==> config.mk <==
export PLATFORM = sky130hd
export DESIGN_NAME = small_risc_core_step_core
export DESIGN_NICKNAME = d
export VERILOG_FILES = /design/src/rtl/core/srcs_pkg.sv /design/src/rtl/core/srcs_umem.sv /design/src/rtl/core/small_risc_core_step_core.sv
export SDC_FILE = /design/constraint.sdc
export NUM_CORES = 2
export LEC_CHECK = 0
export BUFFER_PORTS_ARGS = -buffer_cell sky130_fd_sc_hd__buf_4
export CELL_PAD_IN_SITES_DETAIL_PLACEMENT = 1
export CELL_PAD_IN_SITES_GLOBAL_PLACEMENT = 1
export CORE_MARGIN = 1
export CORE_UTILIZATION = 24
export CTS_BUF_LIST = sky130_fd_sc_hd__clkbuf_8
export DETAILED_ROUTE_END_ITERATION = 16
export PLACE_DENSITY_LB_ADDON = 0.08
export SYNTH_ARGS = -nofsm -noshare
export SYNTH_HDL_FRONTEND = slang
export SYNTH_SLANG_ARGS = --single-unit
==> constraint.sdc <==
create_clock -name clk -period 12.8 [get_ports clk]
set_clock_uncertainty 0.1 [all_clocks]
set_input_delay 1.28 -clock clk [delete_from_list [all_inputs] [get_ports clk]]
set_output_delay 1.28 -clock clk [all_outputs]
set_load 0.005 [all_outputs]
==> src/rtl/core/srcs_pkg.sv <==
// Shared constants, opcodes and structs of the small RISC step core.
package srcs_pkg;

	localparam int MEM_BYTES = 256;
	localparam int ADDR_W    = $clog2(MEM_BYTES);
	localparam int LANES     = 4;
	localparam int LANE_W    = $clog2(LANES);
	localparam int ROWS      = MEM_BYTES / LANES;
	localparam int ROW_W     = $clog2(ROWS);
	localparam int REG_COUNT = 16;
	localparam int REG_W     = $clog2(REG_COUNT);
	localparam int WORD_W    = 32;
	localparam int PC_W      = 16;
	localparam int OP_W      = 8;

	localparam logic [PC_W-1:0] HALT_LIMIT = PC_W'(252);

	localparam logic [OP_W-1:0] OP_LDI = 8'h00;
	localparam logic [OP_W-1:0] OP_MOV = 8'h01;
	localparam logic [OP_W-1:0] OP_LDM = 8'h02;
	localparam logic [OP_W-1:0] OP_STM = 8'h03;
	localparam logic [OP_W-1:0] OP_CMP = 8'h04;
	localparam logic [OP_W-1:0] OP_JMP = 8'h05;
	localparam logic [OP_W-1:0] OP_JGT = 8'h06;
	localparam logic [OP_W-1:0] OP_JLT = 8'h07;
	localparam logic [OP_W-1:0] OP_JEQ = 8'h08;
	localparam logic [OP_W-1:0] OP_ADD = 8'h09;
	localparam logic [OP_W-1:0] OP_SUB = 8'h0A;
	localparam logic [OP_W-1:0] OP_AND = 8'h0B;
	localparam logic [OP_W-1:0] OP_OR  = 8'h0C;
	localparam logic [OP_W-1:0] OP_XOR = 8'h0D;
	localparam logic [OP_W-1:0] OP_SHL = 8'h0E;
	localparam logic [OP_W-1:0] OP_SRA = 8'h0F;

	typedef struct packed {
		logic              rd;
		logic              wr;
		logic [ADDR_W-1:0] addr;
		logic [WORD_W-1:0] wdata;
	} mem_req_t;

	typedef struct packed {
		logic g;
		logic l;
		logic e;
	} flags_t;

	typedef struct packed {
		logic [PC_W-1:0]   pc_after;
		logic              halted;
		logic              reg_written;
		logic [REG_W-1:0]  reg_index;
		logic [WORD_W-1:0] reg_value;
		logic              mem_written;
		flags_t            flags;
	} res_t;

endpackage

==> src/rtl/core/srcs_umem.sv <==
// Unified byte memory: four byte lanes for unaligned, wrapping 32-bit access.
module srcs_umem (
	input  logic                         clk,
	input  logic                         arst_n,
	input  srcs_pkg::mem_req_t           req,
	output logic [srcs_pkg::WORD_W-1:0] rdata
);

	localparam int AW  = srcs_pkg::ADDR_W;
	localparam int LW  = srcs_pkg::LANE_W;
	localparam int RW  = srcs_pkg::ROW_W;
	localparam int NL  = srcs_pkg::LANES;
	localparam int NR  = srcs_pkg::ROWS;

	logic [LW-1:0]   off;
	logic [LW-1:0]   off_q;
	wire  [8*NL-1:0] lanes_flat;

	assign off = req.addr[LW-1:0];

	for (genvar l = 0; l < NL; l++) begin : g_lane
		logic [LW-1:0] k;
		logic [AW-1:0] baddr;
		logic [RW-1:0] row;
		logic [7:0]    mem [NR];
		logic [NR-1:0] vld_q;
		logic [7:0]    rd_q;
		logic          rd_vld_q;

		// byte k of the word lands in this lane
		assign k     = LW'(l) - off;
		assign baddr = req.addr + AW'(k);
		assign row   = baddr[AW-1:LW];

		always_ff @(posedge clk) begin
			if (req.wr) begin
				mem[row] <= req.wdata[8*k +: 8];
			end
			if (req.rd) begin
				rd_q <= mem[row];
			end
		end

		// unwritten bytes read as zero
		always_ff @(posedge clk or negedge arst_n) begin
			if (!arst_n) begin
				vld_q    <= '0;
				rd_vld_q <= 1'b0;
			end else begin
				if (req.wr) begin
					vld_q[row] <= 1'b1;
				end
				if (req.rd) begin
					rd_vld_q <= vld_q[row];
				end
			end
		end

		assign lanes_flat[8*l +: 8] = rd_q & {8{rd_vld_q}};
	end

	always_ff @(posedge clk) begin
		if (req.rd) begin
			off_q <= off;
		end
	end

	// rotate lanes back into word order
	always_comb begin
		rdata = '0;
		for (int k = 0; k < NL; k++) begin
			rdata[8*k +: 8] = lanes_flat[8*(LW'(off_q + LW'(k))) +: 8];
		end
	end

endmodule

==> src/rtl/core/small_risc_core_step_core.sv <==
// A taken word is fetched, decoded in stage 1 and executed in stage 2; a data load returns in stage 3.
// No word is taken while the previous one decodes; a data load or store holds the next word longer,
// since fetch and data access share the single port of each memory byte lane.
// The pc of one step must be settled before the next fetch and its flags before the next decode.
// Reset clears pc, flags and pipeline control at once; memory bytes and registers carry
// valid bits and read as zero until written, so no clearing pass runs after reset.
module small_risc_core_step_core (
	input  logic               clk,
	input  logic               arst_n,
	input  logic               in_valid,
	output logic               in_stall,
	input  logic               req_type,
	input  logic [5:0]         load_word_index,
	input  logic [31:0]        load_word,
	output logic               out_valid,
	input  logic               out_stall,
	output logic [15:0]        pc_after,
	output logic               halted,
	output logic               reg_written,
	output logic [3:0]         reg_index,
	output logic signed [31:0] reg_value,
	output logic               mem_written,
	output logic               flag_greater,
	output logic               flag_less,
	output logic               flag_equal
);

	localparam int AW        = srcs_pkg::ADDR_W;
	localparam int PW        = srcs_pkg::PC_W;
	localparam int WW        = srcs_pkg::WORD_W;
	localparam int RGW       = srcs_pkg::REG_W;
	localparam int RES_DEPTH = 2;
	localparam int PTR_W     = $clog2(RES_DEPTH);
	localparam int CNT_W     = $clog2(RES_DEPTH + 1);

	// ---------------------------------------------------------------
	// Architectural state outside the memories
	// ---------------------------------------------------------------
	logic [PW-1:0]          pc_q;
	srcs_pkg::flags_t       flags_q;
	srcs_pkg::flags_t       flags_d;

	logic                   in_acc;
	logic                   acc_run;

	// stage 1: fetch data returns, decode, register file read, next pc
	logic                   valid_s1;
	logic                   step_s1;
	logic                   run_s1;
	logic [PW-1:0]          pc_s1;

	// stage 2: execute, compare, data access issue
	logic                   valid_s2;
	logic                   run_s2;
	logic [srcs_pkg::OP_W-1:0] op_s2;
	logic [RGW-1:0]         ra_s2;
	logic [15:0]            imm_s2;
	logic [3:0]             sh_s2;
	logic [PW-1:0]          pc_s2;
	logic [WW-1:0]          rf_a_s2;
	logic [WW-1:0]          rf_b_s2;
	logic                   rf_a_vld_s2;
	logic                   rf_b_vld_s2;

	// stage 3: data load returns
	logic                   valid_s3;
	logic [RGW-1:0]         ra_s3;
	logic [PW-1:0]          pc_s3;

	// register file
	logic [WW-1:0]                   rf_mem [srcs_pkg::REG_COUNT];
	logic [srcs_pkg::REG_COUNT-1:0] rf_vld_q;
	logic                            rf_we;
	logic [RGW-1:0]                  rf_waddr;
	logic [WW-1:0]                   rf_wdata;

	// memory port
	srcs_pkg::mem_req_t     mem_req;
	logic [WW-1:0]          mem_rdata;

	// decode
	logic [srcs_pkg::OP_W-1:0] d_op;
	logic [RGW-1:0]         d_ra;
	logic [RGW-1:0]         d_rb;
	logic [15:0]            d_imm;
	logic [3:0]             d_sh;
	logic                   d_take;
	logic [PW-1:0]          d_pc;

	// execute
	logic [WW-1:0]          e_a;
	logic [WW-1:0]          e_b;
	logic                   e_wr;
	logic [WW-1:0]          e_val;
	logic                   e_rf_we;
	logic                   e_cmp;
	logic                   e_ldm;
	logic                   e_stm;

	// result queue
	srcs_pkg::res_t         res_q [RES_DEPTH];
	srcs_pkg::res_t         res_d;
	srcs_pkg::res_t         res_head;
	logic [PTR_W-1:0]       wr_ptr_q;
	logic [PTR_W-1:0]       rd_ptr_q;
	logic [CNT_W-1:0]       cnt_q;
	logic                   push;
	logic                   pop;
	logic [1:0]             inflight;
	logic [2:0]             credit;

	// ---------------------------------------------------------------
	// Input handshake
	// Hold off a word while the previous one decodes (pc not settled),
	// while a data access owns the memory port, or when every result
	// slot is already taken or promised to a word in flight.
	// ---------------------------------------------------------------
	assign inflight = {1'b0, valid_s1} + {1'b0, valid_s2} + {1'b0, valid_s3};
	assign credit   = 3'(cnt_q) + {1'b0, inflight};
	assign in_stall = valid_s1 | (valid_s2 & (e_ldm | e_stm)) | (credit >= 3'(RES_DEPTH));
	assign in_acc   = in_valid & ~in_stall;
	assign acc_run  = req_type & (pc_q <= srcs_pkg::HALT_LIMIT);

	// ---------------------------------------------------------------
	// Unified memory: fetch or program load at accept, data access in stage 2
	// ---------------------------------------------------------------
	always_comb begin
		mem_req = '0;
		if (e_ldm) begin
			mem_req.rd   = 1'b1;
			mem_req.addr = e_b[AW-1:0];
		end else if (e_stm) begin
			mem_req.wr    = 1'b1;
			mem_req.addr  = e_a[AW-1:0];
			mem_req.wdata = e_b;
		end else if (in_acc && acc_run) begin
			mem_req.rd   = 1'b1;
			mem_req.addr = pc_q[AW-1:0];
		end else if (in_acc && !req_type) begin
			mem_req.wr    = 1'b1;
			mem_req.addr  = AW'({load_word_index, 2'b00});
			mem_req.wdata = load_word;
		end
	end

	srcs_umem u_umem (
		.clk    (clk),
		.arst_n (arst_n),
		.req    (mem_req),
		.rdata  (mem_rdata)
	);

	// ---------------------------------------------------------------
	// Stage 1: decode the fetched word, resolve the next pc
	// Flags from any earlier compare are already in flags_q here.
	// ---------------------------------------------------------------
	assign d_op  = mem_rdata[7:0];
	assign d_rb  = mem_rdata[11:8];
	assign d_ra  = mem_rdata[15:12];
	assign d_imm = mem_rdata[31:16];
	assign d_sh  = mem_rdata[27:24];

	always_comb begin
		case (d_op)
			srcs_pkg::OP_JMP: d_take = 1'b1;
			srcs_pkg::OP_JGT: d_take = flags_q.g;
			srcs_pkg::OP_JLT: d_take = flags_q.l;
			srcs_pkg::OP_JEQ: d_take = flags_q.e;
			default:          d_take = 1'b0;
		endcase
		if (!step_s1) begin
			d_pc = '0;
		end else if (!run_s1) begin
			d_pc = pc_s1;
		end else begin
			d_pc = pc_s1 + PW'(4) + (d_take ? d_imm : PW'(0));
		end
	end

	// ---------------------------------------------------------------
	// Stage 2: execute
	// ---------------------------------------------------------------
	assign e_a = rf_a_vld_s2 ? rf_a_s2 : '0;
	assign e_b = rf_b_vld_s2 ? rf_b_s2 : '0;

	always_comb begin
		e_wr  = 1'b1;
		e_val = '0;
		case (op_s2)
			srcs_pkg::OP_LDI: e_val = {{16{imm_s2[15]}}, imm_s2};
			srcs_pkg::OP_MOV: e_val = e_b;
			srcs_pkg::OP_ADD: e_val = e_a + e_b;
			srcs_pkg::OP_SUB: e_val = e_a - e_b;
			srcs_pkg::OP_AND: e_val = e_a & e_b;
			srcs_pkg::OP_OR:  e_val = e_a | e_b;
			srcs_pkg::OP_XOR: e_val = e_a ^ e_b;
			srcs_pkg::OP_SHL: e_val = e_a << sh_s2;
			srcs_pkg::OP_SRA: e_val = WW'($signed(e_a) >>> sh_s2);
			default:          e_wr  = 1'b0;
		endcase
	end

	assign e_rf_we = valid_s2 & run_s2 & e_wr;
	assign e_cmp   = valid_s2 & run_s2 & (op_s2 == srcs_pkg::OP_CMP);
	assign e_ldm   = valid_s2 & run_s2 & (op_s2 == srcs_pkg::OP_LDM);
	assign e_stm   = valid_s2 & run_s2 & (op_s2 == srcs_pkg::OP_STM);

	// signed compare; exactly one flag ends up set
	always_comb begin
		flags_d = flags_q;
		if (e_cmp) begin
			flags_d.e = (e_a == e_b);
			flags_d.g = ($signed(e_a) > $signed(e_b));
			flags_d.l = ($signed(e_a) < $signed(e_b));
		end
	end

	// ---------------------------------------------------------------
	// Register file write: execute results or returning load data.
	// The two never meet because a word after a data load enters late.
	// ---------------------------------------------------------------
	assign rf_we    = e_rf_we | valid_s3;
	assign rf_waddr = valid_s3 ? ra_s3 : ra_s2;
	assign rf_wdata = valid_s3 ? mem_rdata : e_val;

	// ---------------------------------------------------------------
	// Result assembly
	// ---------------------------------------------------------------
	always_comb begin
		res_d = '0;
		if (valid_s3) begin
			res_d.pc_after    = pc_s3;
			res_d.halted      = (pc_s3 > srcs_pkg::HALT_LIMIT);
			res_d.reg_written = 1'b1;
			res_d.reg_index   = ra_s3;
			res_d.reg_value   = mem_rdata;
			res_d.flags       = flags_q;
		end else begin
			res_d.pc_after    = pc_s2;
			res_d.halted      = (pc_s2 > srcs_pkg::HALT_LIMIT);
			res_d.reg_written = e_rf_we;
			res_d.reg_index   = e_rf_we ? ra_s2 : '0;
			res_d.reg_value   = e_rf_we ? e_val : '0;
			res_d.mem_written = e_stm;
			res_d.flags       = flags_d;
		end
	end

	// a data load reports from stage 3, everything else from stage 2
	assign push = (valid_s2 & ~e_ldm) | valid_s3;
	assign pop  = out_valid & ~out_stall;

	// ---------------------------------------------------------------
	// Control registers
	// ---------------------------------------------------------------
	always_ff @(posedge clk or negedge arst_n) begin
		if (!arst_n) begin
			valid_s1    <= 1'b0;
			valid_s2    <= 1'b0;
			valid_s3    <= 1'b0;
			pc_q        <= '0;
			flags_q     <= '0;
			rf_vld_q    <= '0;
			rf_a_vld_s2 <= 1'b0;
			rf_b_vld_s2 <= 1'b0;
			wr_ptr_q    <= '0;
			rd_ptr_q    <= '0;
			cnt_q       <= '0;
		end else begin
			valid_s1 <= in_acc;
			valid_s2 <= valid_s1;
			valid_s3 <= e_ldm;
			flags_q  <= flags_d;
			if (valid_s1) begin
				pc_q        <= d_pc;
				rf_a_vld_s2 <= rf_vld_q[d_ra];
				rf_b_vld_s2 <= rf_vld_q[d_rb];
			end
			if (rf_we) begin
				rf_vld_q[rf_waddr] <= 1'b1;
			end
			if (push) begin
				wr_ptr_q <= wr_ptr_q + PTR_W'(1);
			end
			if (pop) begin
				rd_ptr_q <= rd_ptr_q + PTR_W'(1);
			end
			cnt_q <= cnt_q + CNT_W'(push) - CNT_W'(pop);
		end
	end

	// ---------------------------------------------------------------
	// Payload registers and register file array
	// ---------------------------------------------------------------
	always_ff @(posedge clk) begin
		if (in_acc) begin
			step_s1 <= req_type;
			run_s1  <= acc_run;
			pc_s1   <= pc_q;
		end
		if (valid_s1) begin
			run_s2  <= run_s1;
			op_s2   <= d_op;
			ra_s2   <= d_ra;
			imm_s2  <= d_imm;
			sh_s2   <= d_sh;
			pc_s2   <= d_pc;
			rf_a_s2 <= rf_mem[d_ra];
			rf_b_s2 <= rf_mem[d_rb];
		end
		if (e_ldm) begin
			ra_s3 <= ra_s2;
			pc_s3 <= pc_s2;
		end
		if (rf_we) begin
			rf_mem[rf_waddr] <= rf_wdata;
		end
		if (push) begin
			res_q[wr_ptr_q] <= res_d;
		end
	end

	// ---------------------------------------------------------------
	// Output word from the head of the result queue
	// ---------------------------------------------------------------
	assign res_head     = res_q[rd_ptr_q];
	assign out_valid    = (cnt_q != '0);
	assign pc_after     = res_head.pc_after;
	assign halted       = res_head.halted;
	assign reg_written  = res_head.reg_written;
	assign reg_index    = res_head.reg_index;
	assign reg_value    = res_head.reg_value;
	assign mem_written  = res_head.mem_written;
	assign flag_greater = res_head.flags.g;
	assign flag_less    = res_head.flags.l;
	assign flag_equal   = res_head.flags.e;

	// ---------------------------------------------------------------
	// Assertions
	// ---------------------------------------------------------------
	a_port_single : assert property (@(posedge clk) disable iff (!arst_n)
		!(mem_req.rd && mem_req.wr))
		else $error("memory lane port asked to read and write in one cycle");

	a_rf_single : assert property (@(posedge clk) disable iff (!arst_n)
		!(e_rf_we && valid_s3))
		else $error("execute and load return collide on register file write");

	a_credit : assert property (@(posedge clk) disable iff (!arst_n)
		credit <= 3'(RES_DEPTH))
		else $error("more results promised than result queue slots");

	a_spacing : assert property (@(posedge clk) disable iff (!arst_n)
		in_acc |=> !in_acc)
		else $error("word taken while previous one still decoding");

endmodule
Yosys cells after proc, flatten, opt, wreduce, memory -nomap -nowiden:

Memories as Yosys holds them, arrays and structs flattened. A register that Yosys moved wholly into a read port is not among the register bits.
Index checks and enable logic that the tools add are counted.
Widths: inputs -> output; s select.

* register bits: 393
* bits in writable memories: 2676
* logic and storage cells: 201
* memories kept: 6

Memories
* rf_mem: words 16, width 32, rd ports 2, clocked after memory_dff 2, wr ports 1, RTL line small_risc_core_step_core.sv:71 `logic [WW-1:0] rf_mem [srcs_pkg::REG_COUNT];`
* u_umem.g_lane[0].mem: words 64, width 8, rd ports 1, clocked after memory_dff 1, wr ports 1, RTL line srcs_umem.sv:25 `logic [7:0] mem [NR];`
* u_umem.g_lane[1].mem: words 64, width 8, rd ports 1, clocked after memory_dff 1, wr ports 1, RTL line srcs_umem.sv:25
* u_umem.g_lane[2].mem: words 64, width 8, rd ports 1, clocked after memory_dff 1, wr ports 1, RTL line srcs_umem.sv:25
* u_umem.g_lane[3].mem: words 64, width 8, rd ports 1, clocked after memory_dff 1, wr ports 1, RTL line srcs_umem.sv:25
* res_q: words 2, width 58, rd ports 1, clocked after memory_dff 0, wr ports 1, RTL line small_risc_core_step_core.sv:101 `srcs_pkg::res_t res_q [RES_DEPTH];`

* $add $sub $neg: 22
* magnitude comparators: 18
* equal/unequal tests: 16
* shift-type cells: 10
* mux-type cells: 55
* bitwise gates (word level): 30
* reductions and logical operators: 11

Operator list (count)
* $pmux 32 s9: 1
* $or 64x64->64: 4
* $shiftx 32x6->8: 8
* $mux 32: 6
* $mux 41: 2
* $eq 8x4->1 const B: 8
* $mux 54: 1
* $mux 16: 3
* $add 32x32->32: 1
* $add 8x2->8: 4
* $and 32x32->32: 1
* $and 8x8->8: 4
* $eq 32x32->1: 1
* $eq 8x3->1 const B: 4
* $gt 16x8->1 const B: 2
* $gt 32x32->1: 1
* $lt 32x32->1: 1
* $or 32x32->32: 1
* $shl 32x4->32: 1
* $sshr 32x4->32: 1
* $sub 32x32->32: 1
* $xor 32x32->32: 1
* $lt 6x7->1 const B: 4
* $bmux 1 s6: 4
* other kinds (35): 97

Depth between registers and ports, before layout:

* depth after elaboration: 20
* mapped depth: 29

Modules after synthesis:

From an unflattened synthesis, not the netlist that was laid out.

* cells, all modules: 9437
* area, all modules: 138800.6 µm²

By module, submodules not included
* srcs_umem: times used 1, cells each 6188, area an instance 92995.4 µm², seq. area each 69026.2 µm²
* small_risc_core_step_core: times used 1, cells each 3249, area an instance 45805.2 µm², seq. area each 24373.4 µm²

Worst setup path after synthesis:

OpenSTA, ideal clock, no wires.

* path kind: reg-to-reg
* start: register valid_s1
* end: memory u_umem.g_lane[0].mem[0][3], data pin
* library setup time: 0.702 ns
* data arrival time: 8.558 ns
* path slack: 3.441 ns
* stages on the path, launching flop included: 14
* buffers on the path: 3
* clock period less this slack: 9.359 ns
* cell sequence: dfrtp_1 > fa_1 > inv_1 > fa_1 > and4b_1 > o31ai_4 > inv_2 > a41oi_1 > a21oi_1 > clkbuf_1 > clkbuf_1 > ha_1 > buf_1 > o21ai_0

RTL lines
* start: declaration: RTL line small_risc_core_step_core.sv:47 `logic valid_s1;`
* start signal: assignment: RTL line small_risc_core_step_core.sv:270 `valid_s1 <= in_acc;`
* end: declaration: RTL line srcs_umem.sv:25

Final worst setup path:

* start: register valid_s1
* end: memory u_umem.g_lane[2].mem[21][4] (enable)

* word-level cells in the longest chain between the ends: 14

Ends and longest elaborated chain
* $add 1x1->2: RTL line small_risc_core_step_core.sv:118 `assign inflight = {1'b0, valid_s1} + {1'b0, valid_s2} + {1'b0, valid_s3};`
* $add 2x1->2: RTL line small_risc_core_step_core.sv:118
* $add 2x2->3: RTL line small_risc_core_step_core.sv:119 `assign credit = 3'(cnt_q) + {1'b0, inflight};`
* $ge 3x2->1: RTL line small_risc_core_step_core.sv:120 `assign in_stall = valid_s1 | (valid_s2 & (e_ldm | e_stm)) | (credit >= 3'(RES_DEPTH));`
* $or 1x1->1 *: RTL line small_risc_core_step_core.sv:120
* $not 1->1 *: RTL line small_risc_core_step_core.sv:121 `assign in_acc = in_valid & ~in_stall;`
* $and 1x1->1 *: RTL line small_risc_core_step_core.sv:121
* $logic_and 1x1->1: RTL line small_risc_core_step_core.sv:139 `end else if (in_acc && !req_type) begin`
* $mux 41: RTL line small_risc_core_step_core.sv:139
* $mux 1: RTL line small_risc_core_step_core.sv:136 `end else if (in_acc && acc_run) begin`
* $mux 41 *: RTL line small_risc_core_step_core.sv:132 `end else if (e_stm) begin`
* branches (longest 3 deep; another with $add 8x2->8)
* end: declaration: RTL line srcs_umem.sv:25

Mark *: on every way between the ends.

==> run_results.csv <==
group,metric,value,unit
run_status,status,"complete, but fails checks",
run_status,violations,"DRC",
route,drc_errors,40,
placed_design,portBuffers,102,
route,ant_nets,0,
timing,setup_tns,0,ns
floorplan,initial_core_util,24.10,%
logic_synthesis,netlist_top_cells_count,"edfxtp_1, nand2_1, a21oi_1, nor2_1, clkbuf_1",
logic_synthesis,yosys.area.top_type_share,61.70,%
timing,report.final.slew_viol_count,0,
power_and_ir_drop,p_clk_share,31.8,%
logic_synthesis,ys_seq_area_share,67.17,%
worst_setup_path,start_kind,"flop",
clock_tree,cts-root-buf,"clkbuf_8",
timing,maxSlewHeadroom,2.704,%
placed_design,dp_hpwl,402800,um
hold_path,hold_start,"req_type",
clock_tree,cts_sinks,3161,
logic_synthesis,yosysTopAreaCell,"edfxtp_1",
global_route,grt_pass1_vias,98690,
worst_setup_path,r2r_cells,19,
global_route,antenna_found_initial,41,
logic_synthesis,synth_area,139000,um^2
worst_setup_path,crit_top_cell,"buf_4",
clock_tree,worstSkewPairLatency,1.28,ns
global_route,grt-ovfl-total,0,
logic_synthesis,synth.avg_cell_area,14.02,um^2
hold_path,min_path_cells,1,
global_route,grt_max_degree,99,
clock_tree,tritoncts,"done",
worst_setup_path,required,13.55,ns
logic_synthesis,synth-edff-count,2857,
cells_and_area,nets,10520,
power_and_ir_drop,peakVddDrop,0.0001017,V
timing,hold_viol_final,0,
logic_synthesis,async_reset_ff_share,9.617,%
worst_setup_path,worst_path_max_delay_cell,"nor2_1",
worst_setup_path,critical-path-max-stage-delay,0.84,ns
worst_setup_path,crit_arrival,10.49,ns
route,drtIter0Drc,8508,
clock_tree,cts_buffers,593,
floorplan,dieArea,582400,um^2
power_and_ir_drop,p_per_area,183.9,nW/um^2
logic_synthesis,yosys-top-cells-area,"edfxtp_1, dfrtp_1, mux4_2, nand2_1, a21oi_1",
floorplan,core-area,577000,um^2
floorplan,pin_count,103,
global_route,track_usage,20.80,%
logic_synthesis,ys.flop_type,"edfxtp_1",
logic_synthesis,synth_cell_types,88,
logic_synthesis,ys_warn_count,0,
timing,fin_crit_sh,76.09,%
route,avgRoutedWirePerCell,33.69,um
power_and_ir_drop,p_leak,55.86,nW
worst_setup_path,criticalPathCategory,"reg -> reg",
power_and_ir_drop,p_comb_share,26.9,%
floorplan,row_count,279,
worst_setup_path,crit_chain,"fa_1, nand2_1, fa_1, and4b_1, o31ai_4, nor3_1, a21oi_2, buf_4, a21oi_1, ha_1, ha_4, inv_1, nand3_1, nand2_2, buf_4, a211oi_4, buf_4, nand2_1, nor2_1",
worst_setup_path,worst_setup_path_end_kind,"flop",
worst_setup_path,r2r-start,"valid_s1$_DFF_PN0_",
worst_setup_path,reg2reg_to,"u_umem.g_lane[2].mem[21][4]$_DFFE_PP_",
route,wirelength,625600,um
route,dr_total_vias,95290,
logic_synthesis,syn-num-nets,10100,
global_route,grt_pass1_wl,855900,um
clock_tree,htreeDepth,6,
job,max_cap_viol_count,0,
clock_tree,cts.reportedPaths.clkPinSlew,0.06,ns
cells_and_area,area_growth,16.68,%
worst_setup_path,crit_fanout,58,
power_and_ir_drop,internal_power,0.01909,W
timing,setup_viol,0,
floorplan,die_w,763.2,um
route,firstDrtPassIters,14,
timing,tightest_slew,1.454,ns
clock_tree,clockBufferDepth,4,
floorplan,die_y,763.2,um
power_and_ir_drop,switching_share,36.02,%
clock_tree,cts_resized,0,
timing,setup_ws,3.060,ns
worst_setup_path,reg2reg_slack,3.06,ns
timing,fmax,0.1027,GHz
cells_and_area,drive_above_1_share,20.26,%
timing,rsz0062_at_grt,"false",
placed_design,pre_cts_ws,3.022,ns
timing,min_period,9.740,ns
power_and_ir_drop,seqPwrFrac,41.3,%
logic_synthesis,synth_most_common_cell,"edfxtp_1",
placed_design,gp_congestion,0.8714,
power_and_ir_drop,net-switching-power,0.01075,W
route,vias_per_cell,5.131,
logic_synthesis,ys_ff_latch,3161,
logic_synthesis,synthCells,9919,
hold_path,worst_hold_path_type,"in -> reg",
hold_path,whs_endpoint,"step_s1$_DFFE_PN_",
## timing repair
action	in CTS	in global routing
hold buffers	1	0
buffers inserted	0	0
endpoints found under the hold margin	27	0
## flip-flops by register name, indices dropped and copies added (netlist names), 16 cells and up
| name | flops |
|---|---|
| u_umem.g_lane.mem | 2048 |
| rf_mem | 512 |
| u_umem.g_lane.vld_q | 256 |
| res_q | 116 |
| rf_a_s2 | 32 |
| rf_b_s2 | 32 |
| u_umem.g_lane.rd_q | 32 |
| imm_s2 | 16 |
| pc_q | 16 |
| pc_s1 | 16 |
| pc_s2 | 16 |
| pc_s3 | 16 |
| rf_vld_q | 16 |
## power by group through the flow
stage                     Combinational (W)  Sequential [W]  Clock (W)
after floorplan                     0.00429          0.0123          0
after global placement              0.00806          0.0125          0
after detailed placement            0.00807          0.0125          0
after CTS                           0.00810          0.0123    0.00982
after global routing                0.00849          0.0123     0.0102
final                               0.00803          0.0123    0.00950
## critical path: cells and delay by family, from the launching register on
kind,cells,cell delay (ns)
AOI/OAI and AO/OA,4,1.91
adders and majority gates,4,2.22
DFF,1,0.78
buffers and inverters,4,1.40
and+or+nand+nor,7,2.85
## per-stage QoR
step | cells | hold slack [ns] | total power, W | utilization (%) | instance area (um^2)
floorplan | 9919 | 0.3244 | 0.01662 | - | 139000
global placement | 17470 | 0.3470 | 0.02059 | 26.17 | 151000
detailed placement | 17470 | 0.3534 | 0.02060 | 26.17 | 151000
CTS | 18560 | 0.1470 | 0.03025 | 28.11 | 162200
global route | 18560 | 0.2265 | 0.03105 | 28.11 | 162200
finish | 18570 | 0.3357 | 0.02984 | 28.12 | 162200
## layout make-up
class / count / area [um^2]
sequential: 3161 / 93410
inverter: 138 / 539.3
clock inverter: 452 / 2496
clock buffer: 630 / 8671
tap: 7727 / 9668
antenna: 15 / 37.54
timing repair buffer: 475 / 3701
multi-input combinational: 5974 / 43720
fill: 61460 / 414800
## cell usage in the layout, fill, tap and decap left out, drive strengths merged, types with 33 or more instances in the layout
cell | netlist | layout
buf | 238 | 474
nor2b | 36 | 36
a22oi | 211 | 211
a211oi | 92 | 92
o22ai | 96 | 96
a21o | 35 | 35
mux4 | 319 | 319
ha | 132 | 132
nor2 | 535 | 535
nor4 | 37 | 37
a221o | 78 | 78
xnor2 | 39 | 39
o221ai | 33 | 33
inv | 131 | 386
clkbuf | 408 | 630
mux2i | 241 | 241
nand4 | 58 | 58
nand2 | 1157 | 1157
mux2 | 213 | 213
and3 | 117 | 117
edfxtp | 2857 | 2857
a221oi | 183 | 183
o21ai | 313 | 313
a222oi | 90 | 90
dfrtp | 304 | 304
or2 | 264 | 264
a22o | 63 | 63
o211ai | 81 | 81
a31oi | 194 | 194
nand3 | 236 | 236
a21oi | 552 | 552
and2 | 58 | 58
clkinv | 7 | 189
nor3 | 104 | 104
## how the worst max path moves through the flow
stage | start | end | slack (ns) | cells past startpoint
finish | valid_s1$_DFF_PN0_ | u_umem.g_lane[2].mem[21][4]$_DFFE_PP_ | 3.06 | 19
global route | valid_s1$_DFF_PN0_ | u_umem.g_lane[2].mem[21][5]$_DFFE_PP_ | 2.58 | 19
CTS | valid_s1$_DFF_PN0_ | u_umem.g_lane[2].mem[21][4]$_DFFE_PP_ | 2.97 | 19
detailed placement | valid_s1$_DFF_PN0_ | u_umem.g_lane[2].mem[21][3]$_DFFE_PP_ | 3.02 | 19
global placement | valid_s1$_DFF_PN0_ | u_umem.g_lane[2].mem[21][3]$_DFFE_PP_ | 3.24 | 19
floorplan | valid_s1$_DFF_PN0_ | u_umem.g_lane[0].mem[0][3]$_DFFE_PP_ | 3.44 | 13
## metal layers
layer  GRT usage [%]  vias to the layer above  wire, um
li1                -                    40020         -
met1           29.14                    51530    287100
met2           33.97                     2952    293100
met3           2.895                      788     29920
met4           5.055                        4     15500
met5               0                        -        24
## kinds of logic after synthesis
logic type,share of synthesized area (%)
flip-flops,67.17
multiplexers,8.627
buffers and inverters,2.228
AND/OR/NAND/NOR,8.814
XOR/XNOR,0.3086
AO/OA/AOI/OAI,11.59
adder cells (fa/ha/maj),1.260
Power figures use the tool's default switching activity.
